$ cat src/hdl/sxfp_pkg.sv
// Shared types and constants of the sync/XOR frame parser.
package sxfp_pkg;

   localparam logic [7:0] SYNC_BYTE   = 8'hBB;
   localparam int         PAYLOAD_LEN = 12;
   localparam int         POS_W       = $clog2(PAYLOAD_LEN);
   localparam int         QPTR_W      = 2;
   localparam int         QUEUE_DEPTH = 1 << QPTR_W;
   localparam int         QCNT_W      = QPTR_W + 1;

   // work handed from the front to the back
   typedef enum logic {
      OP_STORE = 1'b0,
      OP_CHECK = 1'b1
   } op_type;

   typedef struct packed {
      op_type             op;
      logic [POS_W-1:0]   pos;
      logic [7:0]         data;
   } queue_item_type;

endpackage

$ cat src/hdl/sxfp_front.sv
// Front part: header hunt and byte classification.
module sxfp_front (
   input  logic                    clock,
   input  logic                    reset,
   input  logic                    req_valid,
   output logic                    req_stall,
   input  logic [7:0]              req_rx_byte,
   input  logic                    req_buffer_last,
   input  logic                    q_full,
   output logic                    push_valid,
   output sxfp_pkg::queue_item_type push_item
);

   typedef enum logic [1:0] {
      MODE_HUNT    = 2'd0,
      MODE_COLLECT = 2'd1,
      MODE_DONE    = 2'd2
   } mode_type;

   mode_type                        mode_ff, mode_in;
   logic                            prev_sync_ff, prev_sync_in;
   logic [sxfp_pkg::POS_W-1:0]      pos_ff, pos_in;
   logic                            accept;
   logic                            is_sync;

   assign req_stall = q_full;
   assign accept    = req_valid && !req_stall;
   assign is_sync   = (req_rx_byte == sxfp_pkg::SYNC_BYTE);

   always_comb begin
      mode_in        = mode_ff;
      prev_sync_in   = prev_sync_ff;
      pos_in         = pos_ff;
      push_valid     = 1'b0;
      push_item.op   = sxfp_pkg::OP_STORE;
      push_item.pos  = pos_ff;
      push_item.data = req_rx_byte;
      if (accept) begin
         case (mode_ff)
            MODE_HUNT: begin
               if (is_sync && prev_sync_ff) begin
                  mode_in      = MODE_COLLECT;
                  prev_sync_in = 1'b0;
                  pos_in       = '0;
               end else begin
                  prev_sync_in = is_sync;
               end
            end
            MODE_COLLECT: begin
               push_valid = 1'b1;
               if (pos_ff < sxfp_pkg::POS_W'(sxfp_pkg::PAYLOAD_LEN)) begin
                  pos_in = pos_ff + 1'b1;
               end else begin
                  push_item.op = sxfp_pkg::OP_CHECK;
                  mode_in      = MODE_DONE;
               end
            end
            default: begin
               // rest of the buffer is dropped
            end
         endcase
         if (req_buffer_last) begin
            mode_in      = MODE_HUNT;
            prev_sync_in = 1'b0;
            pos_in       = '0;
         end
      end
   end

   always_ff @(posedge clock) begin
      if (reset) begin
         mode_ff      <= MODE_HUNT;
         prev_sync_ff <= 1'b0;
         pos_ff       <= '0;
      end else begin
         mode_ff      <= mode_in;
         prev_sync_ff <= prev_sync_in;
         pos_ff       <= pos_in;
      end
   end

endmodule

$ cat src/hdl/sxfp_queue.sv
// Short FIFO between front and back.
module sxfp_queue (
   input  logic                     clock,
   input  logic                     reset,
   input  logic                     push_valid,
   input  sxfp_pkg::queue_item_type push_item,
   output logic                     full,
   input  logic                     pop,
   output logic                     pop_valid,
   output sxfp_pkg::queue_item_type pop_item
);

   sxfp_pkg::queue_item_type         slot_ff [sxfp_pkg::QUEUE_DEPTH];
   logic [sxfp_pkg::QPTR_W-1:0]      wr_ptr_ff, wr_ptr_in;
   logic [sxfp_pkg::QPTR_W-1:0]      rd_ptr_ff, rd_ptr_in;
   logic [sxfp_pkg::QCNT_W-1:0]      count_ff, count_in;
   logic                             do_push;
   logic                             do_pop;

   assign full      = (count_ff == sxfp_pkg::QCNT_W'(sxfp_pkg::QUEUE_DEPTH));
   assign pop_valid = (count_ff != '0);
   assign pop_item  = slot_ff[rd_ptr_ff];
   assign do_push   = push_valid && !full;
   assign do_pop    = pop && pop_valid;

   always_comb begin
      wr_ptr_in = do_push ? wr_ptr_ff + 1'b1 : wr_ptr_ff;
      rd_ptr_in = do_pop  ? rd_ptr_ff + 1'b1 : rd_ptr_ff;
      count_in  = count_ff;
      if (do_push && !do_pop) begin
         count_in = count_ff + 1'b1;
      end else if (do_pop && !do_push) begin
         count_in = count_ff - 1'b1;
      end
   end

   always_ff @(posedge clock) begin
      if (reset) begin
         wr_ptr_ff <= '0;
         rd_ptr_ff <= '0;
         count_ff  <= '0;
      end else begin
         wr_ptr_ff <= wr_ptr_in;
         rd_ptr_ff <= rd_ptr_in;
         count_ff  <= count_in;
      end
   end

   always_ff @(posedge clock) begin
      if (do_push) begin
         slot_ff[wr_ptr_ff] <= push_item;
      end
   end

   // front only offers work when there is room
   assert property (@(posedge clock) disable iff (reset) !(push_valid && full))
      else $error("push into full queue");

   assert property (@(posedge clock) disable iff (reset)
      count_ff <= sxfp_pkg::QCNT_W'(sxfp_pkg::QUEUE_DEPTH))
      else $error("queue count overflow");

   assert property (@(posedge clock) disable iff (reset)
      (do_push && !do_pop) |=> (count_ff == $past(count_ff) + 1'b1))
      else $error("queue count lost a push");

   assert property (@(posedge clock) disable iff (reset)
      (wr_ptr_ff - rd_ptr_ff) == count_ff[sxfp_pkg::QPTR_W-1:0])
      else $error("queue pointers disagree with count");

endmodule

$ cat src/hdl/sxfp_back.sv
// Back part: payload store, running XOR and result register.
module sxfp_back (
   input  logic                     clock,
   input  logic                     reset,
   input  logic                     q_valid,
   input  sxfp_pkg::queue_item_type q_item,
   output logic                     q_pop,
   output logic                     rsp_valid,
   input  logic                     rsp_stall,
   output logic                     rsp_frame_ok,
   output logic [31:0]              rsp_linear_x_word,
   output logic [31:0]              rsp_linear_y_word,
   output logic [31:0]              rsp_angular_word
);

   logic [7:0]   payload_ff [sxfp_pkg::PAYLOAD_LEN];
   logic [7:0]   xor_ff, xor_in;
   logic         rsp_valid_ff;
   logic         ok_ff;
   logic [31:0]  lin_x_ff, lin_y_ff, ang_ff;
   logic         out_free;
   logic         do_store;
   logic         do_check;

   assign out_free = !rsp_valid_ff || !rsp_stall;
   assign do_store = q_valid && (q_item.op == sxfp_pkg::OP_STORE);
   assign do_check = q_valid && (q_item.op == sxfp_pkg::OP_CHECK) && out_free;
   assign q_pop    = do_store || do_check;

   // first payload byte restarts the checksum
   assign xor_in = ((q_item.pos == '0) ? 8'h00 : xor_ff) ^ q_item.data;

   always_ff @(posedge clock) begin
      if (do_store) begin
         payload_ff[q_item.pos] <= q_item.data;
         xor_ff                 <= xor_in;
      end
   end

   always_ff @(posedge clock) begin
      if (reset) begin
         rsp_valid_ff <= 1'b0;
      end else if (out_free) begin
         rsp_valid_ff <= do_check;
      end
   end

   always_ff @(posedge clock) begin
      if (do_check) begin
         ok_ff    <= (xor_ff == q_item.data);
         lin_x_ff <= {payload_ff[3], payload_ff[2], payload_ff[1], payload_ff[0]};
         lin_y_ff <= {payload_ff[7], payload_ff[6], payload_ff[5], payload_ff[4]};
         ang_ff   <= {payload_ff[11], payload_ff[10], payload_ff[9], payload_ff[8]};
      end
   end

   assign rsp_valid         = rsp_valid_ff;
   assign rsp_frame_ok      = ok_ff;
   assign rsp_linear_x_word = lin_x_ff;
   assign rsp_linear_y_word = lin_y_ff;
   assign rsp_angular_word  = ang_ff;

   // a check is only taken when the result slot can hold it
   assert property (@(posedge clock) disable iff (reset) do_check |=> rsp_valid_ff)
      else $error("check popped without a result");

   assert property (@(posedge clock) disable iff (reset)
      (rsp_valid_ff && rsp_stall && !do_check) |=> rsp_valid_ff)
      else $error("stalled result dropped");

   assert property (@(posedge clock) disable iff (reset)
      do_store |-> (q_item.pos < sxfp_pkg::POS_W'(sxfp_pkg::PAYLOAD_LEN)))
      else $error("payload index out of range");

endmodule

$ cat src/hdl/sync_xor_frame_parser.sv
// Top level of the sync/XOR frame parser.
//
// Request channel (req_*): one received byte per request plus a flag that
// marks the last byte of a receive buffer. A request is taken at a clock
// edge where req_valid is high and req_stall is low.
// Within each buffer the parser hunts for the first 0xBB 0xBB header,
// collects the twelve payload bytes and the checksum byte after it, and
// emits one response (rsp_*): checksum flag plus three little-endian
// words. Later bytes of the same buffer are ignored; the buffer-end flag
// always restarts the hunt, dropping any partial frame.
// Throughput: one request per cycle while req_stall is low. The front
// classifies each byte in the cycle it is taken; a four-entry queue
// feeds the back, which stores one payload byte or, while no response
// is stalled, finishes one frame per cycle. The checksum byte is written
// into the queue when taken; the back then loads the result register.
// When the receiver holds rsp_stall the response is held steady; the back
// keeps storing payload bytes, and req_stall rises only once the queue
// fills behind a pending frame check.
// Reset (synchronous, active high) empties the queue, drops any pending
// response and returns the front to hunting.
module sync_xor_frame_parser (
   input  logic         clock,
   input  logic         reset,
   input  logic         req_valid,
   output logic         req_stall,
   input  logic [7:0]   req_rx_byte,
   input  logic         req_buffer_last,
   output logic         rsp_valid,
   input  logic         rsp_stall,
   output logic         rsp_frame_ok,
   output logic [31:0]  rsp_linear_x_word,
   output logic [31:0]  rsp_linear_y_word,
   output logic [31:0]  rsp_angular_word
);

   // front -> queue
   logic                     push_valid;
   sxfp_pkg::queue_item_type push_item;
   logic                     q_full;

   // queue -> back
   logic                     q_valid;
   sxfp_pkg::queue_item_type q_item;
   logic                     q_pop;

   sxfp_front u_front (
      .clock           (clock),
      .reset           (reset),
      .req_valid       (req_valid),
      .req_stall       (req_stall),
      .req_rx_byte     (req_rx_byte),
      .req_buffer_last (req_buffer_last),
      .q_full          (q_full),
      .push_valid      (push_valid),
      .push_item       (push_item)
   );

   sxfp_queue u_queue (
      .clock      (clock),
      .reset      (reset),
      .push_valid (push_valid),
      .push_item  (push_item),
      .full       (q_full),
      .pop        (q_pop),
      .pop_valid  (q_valid),
      .pop_item   (q_item)
   );

   sxfp_back u_back (
      .clock             (clock),
      .reset             (reset),
      .q_valid           (q_valid),
      .q_item            (q_item),
      .q_pop             (q_pop),
      .rsp_valid         (rsp_valid),
      .rsp_stall         (rsp_stall),
      .rsp_frame_ok      (rsp_frame_ok),
      .rsp_linear_x_word (rsp_linear_x_word),
      .rsp_linear_y_word (rsp_linear_y_word),
      .rsp_angular_word  (rsp_angular_word)
   );

endmodule

$ cat config.mk
export PLATFORM = sky130hd
export DESIGN_NAME = sync_xor_frame_parser
export DESIGN_NICKNAME = d
export VERILOG_FILES = /design/src/hdl/sxfp_pkg.sv /design/src/hdl/sxfp_front.sv /design/src/hdl/sxfp_queue.sv /design/src/hdl/sxfp_back.sv /design/src/hdl/sync_xor_frame_parser.sv
export SDC_FILE = /design/constraint.sdc
export NUM_CORES = 1
export LEC_CHECK = 0
export ABC_CLOCK_PERIOD_IN_PS = 10700
export BUFFER_PORTS_ARGS = -buffer_cell sky130_fd_sc_hd__buf_2
export CAP_MARGIN = 20
export CORE_ASPECT_RATIO = 1.75
export CORE_MARGIN = 5
export CORE_UTILIZATION = 61
export DETAILED_ROUTE_END_ITERATION = 7
export HOLD_SLACK_MARGIN = 0.06
export PLACE_DENSITY = 0.79
export RECOVER_POWER = 100
export SYNTH_ARGS = -nofsm -noshare
export SYNTH_HDL_FRONTEND = slang
export SYNTH_SLANG_ARGS = --single-unit
$ cat constraint.sdc
create_clock -name clock -period 10.7 [get_ports clock]
set_input_delay 2.14 -clock clock [delete_from_list [all_inputs] [get_ports clock]]
set_output_delay 2.14 -clock clock [all_outputs]
set_load 0.03 [all_outputs]
==> impl_metrics.toml, run 1 <==
[clocking]
clk_pin_slew_worst_paths_ns = 0.07
ctsResizeCount = 0
clk_latency_ns = 0.50
cts_max_level = 1
clockBufferDepth = 3
postCtsSetupRepairBufs = 0
holdBufCountCts = 0
cts_tree = "done"
ctsRootBufferMaster = "clkbuf_16"
cts.sinks = 270
cts_buffers = 22

[sta]
worst_slew_pin_slew_ns = 4.00
fin_skew_ns = 0.0178
maxSlewHeadroom = -1.67
timing.final.crit_share = 0.627
fmax_ghz = 0.149
finalMaxSlewViolations = 100
hold_viol_final = 0
setup_viol = 0
rsz0062_at_grt = "no"
worst_slack_ns = 3.99
period_needed_ns = 6.71
finalSetupTns_ns = 0

[finish]
layout_common_cells = "edfxtp_1 (253), clkbuf_1 (114), clkbuf_16 (23), nor2_1 (22), xnor2_1 (19)"
final_common_cell = "edfxtp_1"
syn_to_final_growth_pct = 15.1
fillers = 885
multi_input_area_sq_um = 1140
finalNonFillerCells = 751
final_util = 0.710
ff_latch_area_sq_um = 7940
diodes = 0
fin_nets = 573
drive_gt1_frac = 0.0775

[global_route]
grt_pass1_vias = 4360
grt-ovfl-total = 0
grt_max_degree = 77
grt_pass1_wl_microns = 24700
antenna_found_initial = 0
grt_usage = 0.187

[floorplan]
start_util = 0.617
rows = 59
die_w_microns = 103
coreArea_sq_um = 14800
ios = 112
dieArea_sq_um = 17700
die_y_microns = 172

[critical_path]
cpMostUsedCell = "clkbuf_1"
max_stage_delay_ns = 2.90
crit_type = "primary input to flip-flop"
required_ns = 10.71
cp_data_arrival_time_ns = 6.72
cp_max_fo = 76
cp-end-kind = "flip-flop"
slowest_stage = "clkbuf_1"
cp-start-kind = "primary input"
crit_chain = "clkbuf_1 -> a21oi_1 -> clkbuf_1"

[drt]
drtPass1Iterations = 5
routed_wl_microns = 16300
wl_per_cell_microns = 21.6
routed_via_density = 5.65
ant_nets = 0
vias = 4246
drcViolationCount = 0
drtIter0Drc = 396

[place]
place_congestion = 0.811
io_buffers = 111
dp_slack_ns = 6.55
hpwlAfterDp_microns = 10100
dpl.cell_count = 712

[logic_synthesis]
ys_seq_area_frac = 0.867
synth.top_cell.area_share = 0.830
yosysUniqueCellTypes = 41
synth-seq-cells = 270
synthArstFlopShare = 0
synth.area.top_cells = "edfxtp_1 (83%), dfxtp_1 (3.7%), mux4_1 (2.9%)"
yosys.area.top_type = "edfxtp_1"
synth.cell_area_sq_um = 9160
synth_ff_type = "edfxtp_1"
syn_inst = 422
synth-edff-count = 253
ys_warn_count = 0
synth.avg_cell_area_sq_um = 21.7
syn_nets = 442

[run_status]
violations = "capacitance limit, slew limit"
status = "finished, violations left"

[pwr]
p_per_area_nw_per_um2 = 283
p_total_mw = 2.98
peakVddDrop_uv = 174
leakage_nw = 3.39

[run]
drv_cap = 2

[worst_hold_path]
hold_path.class = "flip-flop to flip-flop"
registers in the layout, indices dropped and copies added, names as in the netlist, named ones only:
name	count
u_queue.slot_ff	52
u_back.xor_ff	8
u_queue.wr_ptr_ff	2
u_queue.rd_ptr_ff	2
u_queue.count_ff	3
u_back.payload_ff	96
rsp_linear_x_word	32
u_front.prev_sync_ff	1
u_front.pos_ff	4
u_back.rsp_valid	1
u_front.mode_ff	2
u_back.rsp_frame_ok	1
rsp_angular_word	32
rsp_linear_y_word	32
metrics by stage:
step                hold WS, ns  area (sq um)
floorplan                 0.400          9160
global placement          0.400          9930
detailed placement        0.405          9930
CTS                       0.412         10700
global route              0.421         10500
finish                    0.410         10500
area by class of cell:
| cell class | count | share of cell area |
|---|---|---|
| Clock buffer | 27 | 0.0589 |
| Clock inverter | 12 | 0.0135 |
| Inverter | 11 | 0.00392 |
| Multi-Input combinational cell | 135 | 0.108 |
| Sequential cell | 270 | 0.753 |
| Tap cell | 183 | 0.0217 |
| Timing Repair Buffer | 113 | 0.0403 |
worst max-delay path, delay by kind of cell:
kind                   cells  cell delay (ns)
buffers and inverters      2             3.01
AOI/OAI and AO/OA          1             1.48
Yosys cell counts (4+ instances only):
cell type,count
edfxtp_1,253
nor2_1,22
xnor2_1,19
dfxtp_1,17
inv_1,11
mux4_1,10
nand2_1,10
nor3_1,10
nand2b_1,7
ha_1,6
a21oi_1,5
and2_1,4
layer usage:
layer | vias to the layer above | track usage | wire length [microns]
met5 | - | 0 | 0
met4 | 0 | 0.0480 | 265
met3 | 25 | 0.0262 | 1280
met2 | 191 | 0.346 | 8920
met1 | 2115 | 0.229 | 5780
li1 | 1915 | - | -
worst paths after layout:
check	startpoint	endpoint	slack [ns]	cells past startpoint
setup / recovery	rsp_stall	rsp_linear_y_word[15]$_DFFE_PP_	3.99	3
hold / removal	u_back.payload_ff[9][1]$_DFFE_PP_	rsp_angular_word[9]$_DFFE_PP_	0.41	0
setup reg to reg	flip-flop	rsp_linear_y_word[15]$_DFFE_PP_	4.30	4
hold reg to reg	u_back.payload_ff[9][1]$_DFFE_PP_	rsp_angular_word[9]$_DFFE_PP_	0.41	0
where the power goes:
part           switching [mW]  internal, mW  leakage [nW]
Sequential             0.0802          1.45          2.49
Clock                   0.342         0.486         0.376
Combinational           0.490         0.136         0.530
Total                   0.912          2.07          3.39
cell families (layout without fill, tap and decap cells):
family,count (synthesis),count (layout),synth area share
flip-flops,270,270,0.867
AND/OR/NAND/NOR,70,70,0.0392
AO/OA/AOI/OAI,22,22,0.0168
XOR/XNOR,21,21,0.0201
buffers and inverters,17,163,0.00861
multiplexers,15,15,0.0383
adder cells (fa/ha/maj),7,7,0.0104
(Power assumes the default switching activity.)
==> run 2, diff against run 1 <==
--- a/config.mk
+++ b/config.mk
@@ -5,15 +5,16 @@
 export SDC_FILE = /design/constraint.sdc
 export NUM_CORES = 1
 export LEC_CHECK = 0
-export ABC_CLOCK_PERIOD_IN_PS = 10700
+export ABC_AREA = 1
+export ABC_CLOCK_PERIOD_IN_PS = 5550
 export BUFFER_PORTS_ARGS = -buffer_cell sky130_fd_sc_hd__buf_2
 export CAP_MARGIN = 20
 export CORE_ASPECT_RATIO = 1.75
 export CORE_MARGIN = 5
-export CORE_UTILIZATION = 61
+export CORE_UTILIZATION = 52
 export DETAILED_ROUTE_END_ITERATION = 7
 export HOLD_SLACK_MARGIN = 0.06
-export PLACE_DENSITY = 0.79
+export PLACE_DENSITY = 0.71
 export RECOVER_POWER = 100
 export SYNTH_ARGS = -nofsm -noshare
 export SYNTH_HDL_FRONTEND = slang
==> constraint.sdc (replaced) <==
create_clock -name clock -period 5.55 [get_ports clock]
set_input_delay 1.11 -clock clock [delete_from_list [all_inputs] [get_ports clock]]
set_output_delay 1.11 -clock clock [all_outputs]
set_load 0.03 [all_outputs]
==> impl_metrics.toml, run 2 <==
[run_status]
status = "complete, no violations"

[drt]
drcViolationCount = 0
drtIter0Drc = 232
routed_via_density = 5.04
wl_met2_microns = 9090
wl_met1_microns = 6000
routed_wl_microns = 16500
ant_nets = 0
top_layer_used = "met4"
met3_wirelength_microns = 951
wl_per_cell_microns = 17.2
drtPass1Iterations = 5
vias = 4827

[worst_hold_path]
hold_path.class = "flip-flop to flip-flop"

[place]
hpwlAfterDp_microns = 11400
dp_slack_ns = 2.54
place_congestion = 0.807
io_buffers = 111
dpl.cell_count = 915

[finish]
regMostFlops = "u_back.payload_ff"
fillers = 1377
diodes = 0
drive_gt1_frac = 0.0760
largest_reg_flops = 96
finalNonFillerCells = 958
layout_common_cells = "edfxtp_1 (253), nand2_1 (114), clkbuf_1 (114), inv_1 (43), nor2_1 (41)"
fin_nets = 728
final_common_cell = "edfxtp_1"
largestRegisters = "u_back.payload_ff: 96 flops, u_queue.slot_ff: 52 flops"
syn_to_final_growth_pct = 14.3
final_util = 0.603

[clocking]
ctsRootBufferMaster = "clkbuf_16"
cts_buffers = 22
clockBufferDepth = 3
cts_max_level = 1
clk_latency_ns = 0.50
holdBufCountCts = 0
cts_tree = "done"
clk_pin_slew_worst_paths_ns = 0.07
cts.sinks = 270
ctsResizeCount = 0
postCtsSetupRepairBufs = 0

[sta]
fin_skew_ns = 0.0134
finalSetupTns_ns = 0
finalMaxSlewViolations = 0
period_needed_ns = 3.58
maxSlewHeadroom = 0.103
rsz0062_at_grt = "no"
worst_slack_ns = 1.97
timing.final.crit_share = 0.645
worst_slew_pin_slew_ns = 1.35
setup_viol = 0
fmax_ghz = 0.279
hold_viol_final = 0

[logic_synthesis]
synth.top_cell.area_share = 0.802
synth_common_cells = "edfxtp_1 (253), nand2_1 (112), inv_1 (41), nor2_1 (40), nand3_1 (34)"
synth.avg_cell_area_sq_um = 16.5
synth-edff-count = 253
syn_nets = 596
yosysUniqueCellTypes = 29
syn_inst = 576
synthArstFlopShare = 0
synth.most_common_cell = "edfxtp_1"
yosys.area.top_type = "edfxtp_1"
synth_ff_type = "edfxtp_1"
synth.cell_area_sq_um = 9480
ys_seq_area_frac = 0.838
synth-seq-cells = 270
ys_warn_count = 0
synth.area.top_cells = "edfxtp_1 (80%), nand2_1 (4.4%), dfxtp_1 (3.6%)"

[critical_path]
cp-end-kind = "flip-flop"
required_ns = 5.65
cp_max_fo = 60
cp-start-kind = "flip-flop"
cp_data_arrival_time_ns = 3.68
crit_type = "flip-flop to flip-flop"

[floorplan]
dieArea_sq_um = 21100
die_w_microns = 112
coreArea_sq_um = 18000
start_util = 0.527
die_y_microns = 189
ios = 112
rows = 65

[global_route]
grt-ovfl-total = 0
grt_pass1_wl_microns = 26000
grt_pass1_vias = 4889
grt_max_degree = 61
grt_usage = 0.156
antenna_found_initial = 0

[run]
drv_cap = 0

[pwr]
p_per_area_nw_per_um2 = 598
leakage_nw = 3.75
peakVddDrop_uv = 449
p_total_mw = 6.48
run 2: per-layer routing:
metal  GRT usage  up-vias
met1       0.172     2317
met3      0.0273       32
li1            -     2314
met4      0.0491        0
met5           0        -
met2       0.300      164
run 2: cells by family after synthesis:
family / after synthesis / share of synthesized area
AOI/OAI and AO/OA: 34 / 0.0206
xor gates and xnor gates: 3 / 0.00277
DFF: 270 / 0.838
and+or+nand+nor: 209 / 0.100
buffers and inverters: 53 / 0.0285
adders and majority gates: 7 / 0.0100
run 2: cell type report:
class / count / area [sq um] / share of cell area
clock inverter: 13 / 148 / 0.0136
multi-input combinational: 253 / 1240 / 0.114
timing repair buffer: 117 / 453 / 0.0418
sequential: 270 / 7940 / 0.733
tap: 234 / 293 / 0.0270
clock buffer: 27 / 591 / 0.0545
inverter: 44 / 173 / 0.0159
run 2: path summary, 6_finish.rpt:
path	cells after the start	start	slack (ns)	to
worst min-delay path	0	u_back.payload_ff[11][1]$_DFFE_PP_	0.42	rsp_angular_word[25]$_DFFE_PP_
worst min register to register	0	u_back.payload_ff[11][1]$_DFFE_PP_	0.42	rsp_angular_word[25]$_DFFE_PP_
worst max-delay path	6	flip-flop	1.97	rsp_angular_word[31]$_DFFE_PP_
worst max register to register	6	flip-flop	1.97	rsp_angular_word[31]$_DFFE_PP_
run 2: through the flow:
step / hold slack (ns) / area [sq um]
3_3_place_gp: 0.400 / 10300
4_1_cts: 0.417 / 11000
3_5_place_dp: 0.405 / 10300
5_1_grt: 0.425 / 10800
6_report: 0.417 / 10800
2_1_floorplan: 0.400 / 9480
run 2: power breakdown:
group / internal (mW) / total (mW) / switching (mW)
clock network: 0.903 / 1.56 / 0.659
logic: 0.310 / 1.81 / 1.50
registers: 2.94 / 3.11 / 0.170
total: 4.15 / 6.48 / 2.33
run 2: critical path: stages (launching register included):
cell      delay, ns
dfxtp_1        0.71
inv_1          0.38
nand3_1        0.22
nand3_1        0.18
a21oi_4        0.15
buf_4          0.42
clkbuf_2       1.08
